File: config.mk
export PLATFORM = sky130hd
export DESIGN_NAME = scm_fifo
export DESIGN_NICKNAME = d
export VERILOG_FILES = /design/src/scm_pkg.sv /design/src/scm_fifo.sv
export SDC_FILE = /design/constraint.sdc
export NUM_CORES = 1
export LEC_CHECK = 0
export ABC_AREA = 1
export BUFFER_PORTS_ARGS = -buffer_cell sky130_fd_sc_hd__buf_2
export CORE_UTILIZATION = 60
export DETAILED_ROUTE_END_ITERATION = 16
export PLACE_DENSITY_LB_ADDON = 0.05
export REMOVE_ABC_BUFFERS = 1
export SLEW_MARGIN = 0
export SYNTH_ARGS = -nofsm -noshare
export SYNTH_HDL_FRONTEND = slang
export SYNTH_SLANG_ARGS = --single-unit
File: constraint.sdc
create_clock -name clock -period 28.3 [get_ports clock]
set_input_delay 5.66 -clock clock [delete_from_list [all_inputs] [get_ports clock]]
set_output_delay 5.66 -clock clock [all_outputs]
set_load 0.05 [all_outputs]
File: src/scm_pkg.sv
// Shared types and constants for the sphere contact manifold block.
// No dependencies; imported by every module of the block.
package scm_pkg;

   // Pair kind codes
   localparam logic [1:0] KIND_SPH_SPH = 2'd0;
   localparam logic [1:0] KIND_SPH_BOX = 2'd1;
   localparam logic [1:0] KIND_BOX_SPH = 2'd2;
   localparam logic [1:0] KIND_BOX_BOX = 2'd3;

   // Difference component magnitude: up to 2^33
   localparam int DIFF_W = 34;
   // Sum of three squares: below 2^68
   localparam int SUMSQ_W = 68;
   // Contact radius: up to 2^32
   localparam int RAD_W = 33;
   // Integer square root of the sum of squares: up to 36 bits
   localparam int ROOT_W = 36;
   // Dividend for one normal component: magnitude shifted up by 15
   localparam int NUM_W = DIFF_W + 15;
   // Normal quotient width before saturation
   localparam int QUO_W = 16;
   localparam logic [QUO_W-1:0] NORM_MAX = 16'd32767;

   // Queue between front and back
   localparam int QDEPTH = 4;
   localparam int QPTR_W = 2;

   // Classified pair, handed from the front to the back
   typedef struct packed {
      logic                 valid_kind;
      logic [15:0]          first_id;
      logic [15:0]          second_id;
      logic [RAD_W-1:0]     rad;
      logic [2:0]           neg;
      logic [DIFF_W-1:0]    mag_x;
      logic [DIFF_W-1:0]    mag_y;
      logic [DIFF_W-1:0]    mag_z;
   } pair_type;

   // Finished contact result
   typedef struct packed {
      logic                 hit;
      logic [15:0]          first_id;
      logic [15:0]          second_id;
      logic [31:0]          penetration;
      logic [15:0]          normal_x;
      logic [15:0]          normal_y;
      logic [15:0]          normal_z;
      logic                 degenerate;
   } result_type;

   // Fixed-position signed clamp of a 34-bit value into [lo, hi]
   function automatic logic signed [DIFF_W-1:0] clamp34(
      input logic signed [DIFF_W-1:0] v,
      input logic signed [DIFF_W-1:0] lo,
      input logic signed [DIFF_W-1:0] hi);
      logic signed [DIFF_W-1:0] r;
      begin
         if (v < lo) r = lo;
         else if (v > hi) r = hi;
         else r = v;
         return r;
      end
   endfunction

endpackage

File: src/scm_fifo.sv
// Short pair queue between the front classifier and the back pipeline.
// Depends on scm_pkg for the pair type and depth.
module scm_fifo
   import scm_pkg::*;
(
   input  logic     clock,
   input  logic     reset,
   input  logic     wr_en,
   input  pair_type wr_data,
   output logic     full,
   input  logic     rd_en,
   output pair_type rd_data,
   output logic     empty
);

   pair_type              mem [QDEPTH];
   logic [QPTR_W-1:0]     wp_ff, wp_in, rp_ff, rp_in;
   logic [QPTR_W:0]       cnt_ff, cnt_in;
   logic                  do_wr, do_rd;

   assign full    = (cnt_ff == (QPTR_W+1)'(QDEPTH));
   assign empty   = (cnt_ff == '0);
   assign do_wr   = wr_en && !full;
   assign do_rd   = rd_en && !empty;
   assign rd_data = mem[rp_ff];

   // pointer and count update
   always_comb begin
      wp_in  = do_wr ? wp_ff + 1'b1 : wp_ff;
      rp_in  = do_rd ? rp_ff + 1'b1 : rp_ff;
      cnt_in = cnt_ff + (QPTR_W+1)'(do_wr) - (QPTR_W+1)'(do_rd);
   end

   always_ff @(posedge clock) begin
      if (reset) begin
         wp_ff  <= '0;
         rp_ff  <= '0;
         cnt_ff <= '0;
      end else begin
         wp_ff  <= wp_in;
         rp_ff  <= rp_in;
         cnt_ff <= cnt_in;
      end
   end

   // storage
   always_ff @(posedge clock) begin
      if (do_wr) mem[wp_ff] <= wr_data;
   end

`ifndef SYNTHESIS
   a_cnt_range: assert property (@(posedge clock) disable iff (reset)
      cnt_ff <= (QPTR_W+1)'(QDEPTH))
      else $error("queue count overflow");
   a_ptr_gap: assert property (@(posedge clock) disable iff (reset)
      (QPTR_W'(wp_ff - rp_ff) == cnt_ff[QPTR_W-1:0]))
      else $error("queue pointers disagree with count");
   a_empty_full: assert property (@(posedge clock) disable iff (reset)
      !(empty && full))
      else $error("queue both empty and full");
`endif

endmodule

# Yosys cells after proc, flatten, opt, wreduce, memory -nomap -nowiden
# Memory sizes are Yosys's and may differ from the RTL's. A register that Yosys moved wholly into a read port is not among the register bits.
# Index checks and enable logic that the tools add are counted.
# Widths: inputs -> output; s select.
totals:
  mem_bits_ro: 0
  mem_count: 1
  in_bits: 175
  reg_bits: 7
  latch_bits: 0
  out_inout_bits: 173
  mem_bits_rw: 684
op_classes:
  n_reduce_logical: 5
  n_lt_le_gt_ge: 0
  bitwise_logic: 0
  mul: 0
  div_mod_pow: 0
  eq_ne: 1
  n_shift: 0
  mux: 4
  addsub: 4
mem_list:
  columns: ["memory", "depth", "width", "rd", "rd_clocked_by_memory_dff", "write_ports", "line", "text"]
  rows:
  - ["mem", 4, 171, 1, 1, 1, "scm_fifo.sv:16", "pair_type mem [QDEPTH];"]
ops:
  columns: ["cell", "n"]
  rows:
  - ["$add 2x1->2 const B", 2]
  - ["$mux 2", 2]
  - ["$add 3x1->3", 1]
  - ["$eq 3x3->1 const B", 1]
  - ["$logic_not 3->1", 1]
  - ["$sub 3x1->3", 1]
  - ["$logic_and 1x1->1", 2]
  - ["$logic_not 1->1", 2]
  - ["$mux 1", 2]

# Longest topological paths before layout
# Gate-level depths: netlist of run 1.
logic_depth:
  depth_word: 5
  mapped_depth: 11
  mapped_depth_nobuf: 11

# Worst setup path before layout of run 1
# No wires, ideal clock.
synth_path:
  path_kind: "input to register"
  from: "in wr_en"
  to: "mem mem[0][0] (netlist bit) (enable)"
  setup_slack_ns: 14.724
  t_arrival_ns: 12.872
  stages: 2
  t_required_ns: 27.595
  setup_ns: 0.705
  cell_sequence: "nand2_1 -> nor2_1"
synth_via:
  elab_chain_cells: 3
synth_rtl:
  columns: ["item", "line", "text"]
  rows:
  - ["start: declaration", "scm_fifo.sv:8", "input logic wr_en,"]
  - ["$logic_and 1x1->1", "scm_fifo.sv:23", "assign do_wr = wr_en && !full;"]
  - ["$mux 1", "scm_fifo.sv:48", "if (do_wr) mem[wp_ff] <= wr_data;"]
  - ["$mux 1 (implied by the code)", "scm_fifo.sv:48", null]
  - ["end: declaration", "scm_fifo.sv:16", null]
# Every way passes these cells.

==> results by stage, run 1 <==
Cells and area:
- The number of nets at the end of the flow is 2232.
- The final cell area excluding filler cells is 0.0299 mm².
- The area growth from synthesis to layout is 16.6%.
- Of the cells placed in the final design, the portion with a size suffix greater than 1 is 22.6%.

Detailed routing:
- The highest metal layer with signal wires is met5.
- The routed design has 56.6 mm of wire.
- The detailed-routed wire length on met3 is 5.23 mm.
- In this run, the number of DRC markers left after iteration 0 of detailed routing was 1514.
- The detailed-route via count is 15.5k.
- The met1 routed wirelength after detailed routing is 22.8 mm.
- Using the TritonRoute via totals, the vias-per-cell ratio works out to 5.86.
- The wire length per cell after detailed routing is 21.4 µm.
- Wire segments on met2 add up to 27.3 mm in the final route.
- The first-pass iteration count of the detailed router is 5.
- The number of design rule violations left after detail routing is 0.
- The count of antenna-violating nets left after detailed routing is 0.

Setup path:
- The top cell family by delay on the critical path is buffers and inverters.
- The number of buffers and inverters on the critical path is 3.
- The cell type of the slowest stage on the worst timing path is sky130_fd_sc_hd__dfxtp_4.
- The critical path is of the reg2out type.
- The signal arrival time at the worst endpoint is 3980 ps.
- The critical path depth is 5.
- In this run the worst path has a maximum fanout of 93.
- The most frequent cell on the critical path is sky130_fd_sc_hd__buf_4.
- For this run, the slowest stage of the critical path takes 1010 ps.
- The depth of the most critical reg-to-reg path is 6.
- The kind of start point of the critical path is a flip-flop.
- The signal on the critical path passes through buf_4 > buf_4 > o21ai_0 > o22ai_1 > buf_2.
- The worst setup path is captured at a primary output.
- The endpoint required time on the critical path is 22640 ps.

Floorplan:
- The placeable core region is 0.0420 mm².
- From bottom edge to top edge, the die measures 209 µm.
- Measured along the x axis, the die boundary spans 209 µm.
- 348 I/O pins were placed.
- The number of placement rows is 75.
- The total die area is 0.0436 mm².
- The initial utilization of the core area, before any placement, comes to 61.1%.

Clocking:
- The clock tree root driver cell is sky130_fd_sc_hd__clkbuf_16.
- TritonCTS built the clock tree.
- In this run, post-CTS repair resized a total of 0 instances.
- The clock transition at the registers of the reported paths is 60 ps.
- In this run the post-CTS setup repair buffer count came out at 0.
- The number of hold buffers added after CTS was 0.
- The number of buffers between clock root and the deepest sink is 3.
- For this design, the sink count on the clock tree is 693.
- The clock insertion delay at the later pin of the skew report is 590 ps.
- The number of levels the H-tree was split into is 3.
- TritonCTS created 70 clock buffers.

STA:
- The relative slew slack is 26.6%.
- The transition at the pin with the smallest max-transition slack is 1100 ps.
- Counting I/O delays and the setup requirement, the final critical path takes 9640 ps.
- Derived from the worst setup path, the maximum achievable clock frequency is 104 MHz.
- The final setup violation count is 0.
- The clock skew after layout is 23.9 ps.
- In the finished design, the share of the clock period the worst path needs comes to 34.1%.
- The post-route setup TNS is 0 ps.
- The number of endpoints with negative hold slack in the final report is 0.
- The smallest hold slack is 491 ps.
- Setup repair after global routing left no endpoint under its margin.
- The worst path meets setup with 18660 ps of slack.
- The number of max-slew violations in the final report was 0.

Yosys:
- The mapped netlist covers 0.0257 mm².
- The synthesized netlist devotes 10.9% of its cell area to compound gates.
- The portion of synthesized area spent on multiplexers is 0%.
- The sequential element share of the synthesized area is 80.7%.
- The average instance in the mapped netlist occupies 14.9 µm².
- The number of synthesized register bits is 693.
- The share of Yosys cell area claimed by the top area cell type is 80.0%.
- Synthesis produced 1722 cells.
- In this run, distinct cell masters in the synthesized netlist total 17.
- The fraction of the mapped netlist area in adder cells is 0.370%.
- In the post-synthesis netlist, the biggest area contributors are sky130_fd_sc_hd__edfxtp_1 (80%), sky130_fd_sc_hd__o21ai_0 (6.7%), sky130_fd_sc_hd__nor2_1 (5.2%).
- The dominant combinational cell family by area after synthesis is compound AO/OA/AOI/OAI gates.
- The synthesized netlist devotes 5.46% of its cell area to simple gates.
- The synthesized netlist devotes 0% of its cell area to XOR and XNOR gates.
- The biggest area contributor in the post-synthesis netlist is sky130_fd_sc_hd__edfxtp_1.
- The Yosys step of the flow raised 0 warnings.

Power:
- Dividing total power by cell area gives a power density of 103 mW/mm².
- VDD sags by at most 0.120 mV.
- The analysis attributes to cell leakage a power of 0.0105 µW.

Placed design:
- OpenSTA, run right after detailed placement, puts the worst setup slack at 19310 ps.
- After detailed placement, the total cell area comes to 0.0277 mm².
- During placement, the flow inserted port buffers numbering 347.
- Detailed placement ended at an HPWL of 31.3 mm.
- The congestion estimate from routability-driven global placement came to 0.777.

Global routing:
- The number of antenna violations at the first check in global routing is 21.
- In the global route stage, overall resource usage came out at 25.8%.
- Entering global routing, the biggest net connects 160 pins.
- The first global-routing pass estimated 85.3 mm of wire.
- The number of global-route vias before repair is 14.8k.
- The remaining global-route overflow is 0.

Job:
- The tool flagged a number of max-cap violations equal to 0.

Worst hold path:
- The worst hold path depth is 2.
- In this run the worst hold path is classified as reg2reg.

Status:
- The run finished with clean final reports.
-- cells in the final DEF (no fill, tap or decap) --
| master | n |
|---|---|
| sky130_fd_sc_hd__o21ai_0 | 342 |
| sky130_fd_sc_hd__edfxtp_1 | 684 |
| sky130_fd_sc_hd__inv_1 | 18 |
| sky130_fd_sc_hd__dfxtp_4 | 2 |
| sky130_fd_sc_hd__inv_8 | 1 |
| sky130_fd_sc_hd__inv_4 | 1 |
| sky130_fd_sc_hd__buf_4 | 20 |
| sky130_fd_sc_hd__inv_6 | 6 |
| sky130_fd_sc_hd__clkinvlp_4 | 2 |
| sky130_fd_sc_hd__clkbuf_1 | 13 |
| sky130_fd_sc_hd__a21oi_1 | 5 |
| sky130_fd_sc_hd__buf_12 | 1 |
| sky130_fd_sc_hd__nor2_4 | 4 |
| sky130_fd_sc_hd__nand2_1 | 12 |
| sky130_fd_sc_hd__o22ai_1 | 171 |
| sky130_fd_sc_hd__nor2_1 | 352 |
| sky130_fd_sc_hd__buf_2 | 347 |
| sky130_fd_sc_hd__clkbuf_16 | 73 |
| sky130_fd_sc_hd__diode_2 | 9 |
| sky130_fd_sc_hd__dfxtp_1 | 7 |
| sky130_fd_sc_hd__ha_1 | 6 |
| sky130_fd_sc_hd__clkinv_1 | 11 |
| sky130_fd_sc_hd__nand3_1 | 4 |
| sky130_fd_sc_hd__bufinv_16 | 5 |
| sky130_fd_sc_hd__clkinv_2 | 12 |
| sky130_fd_sc_hd__fa_1 | 1 |
-- final cells by class --
| class | instances | area [µm²] |
|---|---|---|
| timing repair buffer | 368 | 1910 |
| inverter | 20 | 85.1 |
| sequential | 693 | 20700 |
| fill | 2793 | 12100 |
| clock inverter | 36 | 319 |
| antenna | 9 | 22.5 |
| multi-input combinational | 897 | 4330 |
| tap | 539 | 674 |
| clock buffer | 86 | 1880 |
-- logic make-up after synthesis --
family                     after synthesis
AOI/OAI and AO/OA                      518
adders and majority gates                7
buffers and inverters                  132
DFF                                    693
and+or+nand+nor                        372
-- per-layer routing --
| metal | GRT usage [%] | up-vias |
|---|---|---|
| li1 | - | 7180 |
| met1 | 35.2 | 7670 |
| met2 | 40.2 | 531 |
| met3 | 8.70 | 100 |
| met4 | 6.77 | 26 |
| met5 | 0 | - |
-- path summary, 6_finish.rpt --
check,endpoint,slack [ps],startpoint
worst max-delay path,rd_data[51],18660,flip-flop
worst min-delay path,rp_ff[0],490,rp_ff[0]
worst max register to register,mem[0][137],24680,cnt_ff[1]
worst min register to register,rp_ff[0],490,rp_ff[0]
-- worst min-delay path: stages, from the launching register on --
cell                      delay, ps
sky130_fd_sc_hd__dfxtp_1        320
sky130_fd_sc_hd__a21oi_1         50
sky130_fd_sc_hd__nor2_1          80
-- per-stage QoR --
stage / cells / utilization, % / power, µW
6_report: 2648 / 71.2 / 3090
5_1_grt: 2643 / 71.2 / 3200
4_1_cts: 2639 / 71.2 / 3110
3_5_place_dp: 2517 / 66.0 / 2230
3_3_place_gp: 2517 / 66.0 / 2210
2_1_floorplan: 1610 / - / 2000
-- cells in the mapped netlist --
master                       n
sky130_fd_sc_hd__o21ai_0   342
sky130_fd_sc_hd__edfxtp_1  684
sky130_fd_sc_hd__o22ai_1   171
sky130_fd_sc_hd__inv_1      18
sky130_fd_sc_hd__clkbuf_2    8
sky130_fd_sc_hd__dfxtp_1     9
sky130_fd_sc_hd__buf_6      14
sky130_fd_sc_hd__nand3_1     4
sky130_fd_sc_hd__buf_2      32
sky130_fd_sc_hd__buf_4       1
sky130_fd_sc_hd__ha_1        6
sky130_fd_sc_hd__inv_2       2
sky130_fd_sc_hd__clkbuf_1   57
sky130_fd_sc_hd__fa_1        1
sky130_fd_sc_hd__nor2_1    356
sky130_fd_sc_hd__a21oi_1     5
sky130_fd_sc_hd__nand2_1    12
-- sequential cells by signal, indices dropped and copies added (netlist names), named ones only --
name and cells:
cnt_ff 3, mem 684, rp_ff 2, wp_ff 2
-- power breakdown --
group	switching [µW]	internal [µW]
Sequential	37.2	1250
Clock	370	517
Combinational	739	177
Note: power is estimated with default switching activity, not from simulation.
==> run 2, diff against run 1 <==
CORE_UTILIZATION = 57   (was 60)
clock period = 9.4 ns   (was 28.3 ns; I/O delays follow)
==> results by stage, run 2 (synthesized netlist as in run 1, its figures left out) <==
Placed design:
- Buffers placed on the I/O ports in this run total 347.
- The global placer's final weighted congestion is 0.781.
- The half-perimeter wire length after detailed placement is 30.8 mm.

Setup path:
- In this run the critical register-to-register path is captured at mem[1][75].
- At the worst endpoint, the required time is 7520 ps.
- STA classifies the critical path startpoint as a flip-flop.
- The combined buffer and inverter count along the critical path is 3.
- On the critical path, the stage with the largest delay is an instance of sky130_fd_sc_hd__buf_4.
- The peak fanout along the critical path is 88.
- The category of the most critical setup path is reg2out.
- The largest single stage delay on the critical path is 890 ps.
- The number of cells on the worst reg-to-reg path is 6.
- Data on the critical path arrives at its endpoint at 3580 ps.
- STA classifies the critical path endpoint as a primary output.
- The cell family contributing the most delay on the critical path is buffers and inverters.
- The setup check on the worst reg-to-reg path leaves a slack of 6180 ps.
- The critical path goes through inv_4 > buf_4 > o21ai_0 > o22ai_1 > buf_2.
- The startpoint identified for the worst register-to-register timing path is cnt_ff[1].

Worst hold path:
- The hold path startpoint is rp_ff[0].
- The classification of the worst-slack hold path is reg2reg.
- Along the worst hold path, the cell count comes to 2.
- The endpoint of the worst hold path is rp_ff[0].

Cells and area:
- Leaving out fill and tap cells, the most frequent cell in the layout is sky130_fd_sc_hd__edfxtp_1.
- In the layout the commonest cells are sky130_fd_sc_hd__edfxtp_1 (684), sky130_fd_sc_hd__nor2_1 (352), sky130_fd_sc_hd__buf_2 (347), sky130_fd_sc_hd__o21ai_0 (342), sky130_fd_sc_hd__o22ai_1 (171).
- For this run, the post-layout net count is 2230.
- The register with the most flip-flops in the layout has 684 of them.
- The largest registers in the layout are mem: 684 flops, cnt_ff: 3 flops.
- The register containing the most flip-flops in the final layout is mem.
- The share of final-layout standard cells stronger than drive strength 1 is 22.0%.
- Compared with the post-synthesis result, the final layout area differs by 16.5%.

Clocking:
- The number of buffers between clock root and the deepest sink is 3.
- Counting every sink on the clock net gives 693.
- The clock tree synthesis step divided the H-tree into 3 levels.
- The number of buffers created by CTS is 69.
- The number of hold buffers added after CTS was 0.
- The tree is rooted in a sky130_fd_sc_hd__clkbuf_16.
- The clock insertion delay at the later pin of the skew report is 590 ps.
- The number of setup buffers added after CTS is 0.
- The TritonCTS clock tree is yes.
- The clock transition at the registers of the reported paths is 60 ps.
- In this run, post-CTS repair resized a total of 0 instances.

STA:
- The final critical delay including setup and external delays is 5460 ps.
- Setup repair after global routing left no endpoint under its margin.
- The final cycle utilization of the critical path is 58.1%.
- The fmax is 183 MHz.
- The number of endpoints with negative hold slack in the final report is 0.
- For the pin with the worst max-slew slack, the measured transition is 1160 ps.
- The number of max-slew violations in the final report is 0.
- The clock skew after layout is 15.6 ps.
- The post-route setup TNS is 0 ps.
- The smallest hold slack is 492 ps.
- Setup violations remaining at the end of the flow were counted as 0.
- The relative slew slack is 22.9%.

Power:
- The analysis attributes to cell leakage a power of 0.0104 µW.
- IR analysis of the VDD net gives a maximum drop of 0.222 mV.
- The power density over the cells is 308 mW/mm².

Floorplan:
- The height of the die is 214 µm.
- The starting density of the core is 57.9%.
- The number of placement rows is 77.
- The floorplan step defined a die boundary enclosing 0.0459 mm².
- From left edge to right edge, the die measures 214 µm.
- The number of primary I/O pins is 348.
- In this run the standard cell core region covers 0.0443 mm².

Status:
- The flow ran to the end, and the final reports show no timing, DRC or antenna violations.

Global routing:
- The first global-routing pass estimated 84.4 mm of wire.
- The number of antenna violations at the first check in global routing is 16.
- Entering global routing, the biggest net connects 133 pins.
- The number of global-route vias before repair was 14.4k.
- Global routing used 24.2% of the available tracks.
- After global routing the overflow that remains totals 0.

Detailed routing:
- The number of violations reported at the end of detailed-routing iteration 0 is 1198.
- The first-pass iteration count of the detailed router is 5.
- After detailed routing, the number of remaining DRC violations is 0.
- The overall routed net length is 55.9 mm.
- In the final routed layout, each cell accounts on average for 20.7 µm.
- After detailed routing, the number of vias per cell comes to 5.68.
- The detail route stage leaves a number of antenna-violating nets equal to 0.
- Detailed routing inserted a total of 15.3k vias.

Job:
- Across the run, the number of max-cap violations was 0.
run 2: changes by cell type in the layout (fill, tap and decap cells not counted), sizes merged:
| cell | delta |
|---|---|
| bufinv | -1 |
| clkinv | +2 |
| clkbuf | +3 |
| clkinvlp | -2 |
| inv | -6 |
| buf | -1 |
run 2: how the worst max path moves through the flow:
stage,cells past startpoint,endpoint,slack [ps],startpoint
2_1_floorplan,3,rd_data[0],-3610,flip-flop
3_3_place_gp,5,rd_data[55],4550,flip-flop
3_5_place_dp,5,rd_data[55],4560,flip-flop
4_1_cts,5,rd_data[117],3910,flip-flop
5_1_grt,5,rd_data[117],3710,flip-flop
6_report,5,rd_data[153],3940,flip-flop
run 2: power by group:
| part | total (µW) | switching, µW | internal (µW) |
|---|---|---|---|
| clock | 2590 | 1070 | 1520 |
| combinational | 2800 | 2270 | 535 |
| sequential | 3830 | 70.1 | 3760 |
run 2: per-layer routing:
| layer | wire (µm) | GRT usage (%) | part of all wire, % | vias to the layer above |
|---|---|---|---|---|
| met3 | 4660 | 6.45 | 8.3 | 113 |
| li1 | - | - | - | 7161 |
| met5 | 133 | 0 | 0.24 | - |
| met1 | 22900 | 33.5 | 41 | 7490 |
| met4 | 1690 | 9.76 | 3.0 | 18 |
| met2 | 26500 | 36.8 | 47 | 520 |
run 2: cell type report:
cell class / instances / area (µm²)
flip-flops and latches: 693 / 20700
fillers: 3099 / 14400
multi-input cells: 897 / 4330
repair buffers: 367 / 1900
clock buffers: 89 / 1890
well taps: 592 / 741
clock inverters: 29 / 224
inverters: 20 / 85.1
diodes: 9 / 22.5
run 2: tightest hold or removal path, stage by stage (launching register included):
cell	delay (ps)
sky130_fd_sc_hd__dfxtp_1	330
sky130_fd_sc_hd__a21oi_1	50
sky130_fd_sc_hd__nor2_1	80
run 2: through the flow:
step                      std cells  util [%]  total power [µW]  area [µm²]  worst slack (ps)
final                          2696      67.5              9220       29900              3940
after global routing           2691      67.5              9580       29900              3710
after CTS                      2687      67.5              9290       29900              3910
after detailed placement       2569      62.7              6710       27800              4560
after global placement         2569      62.7              6680       27800              4550
after floorplan                1610         -              6020       25100             -3610
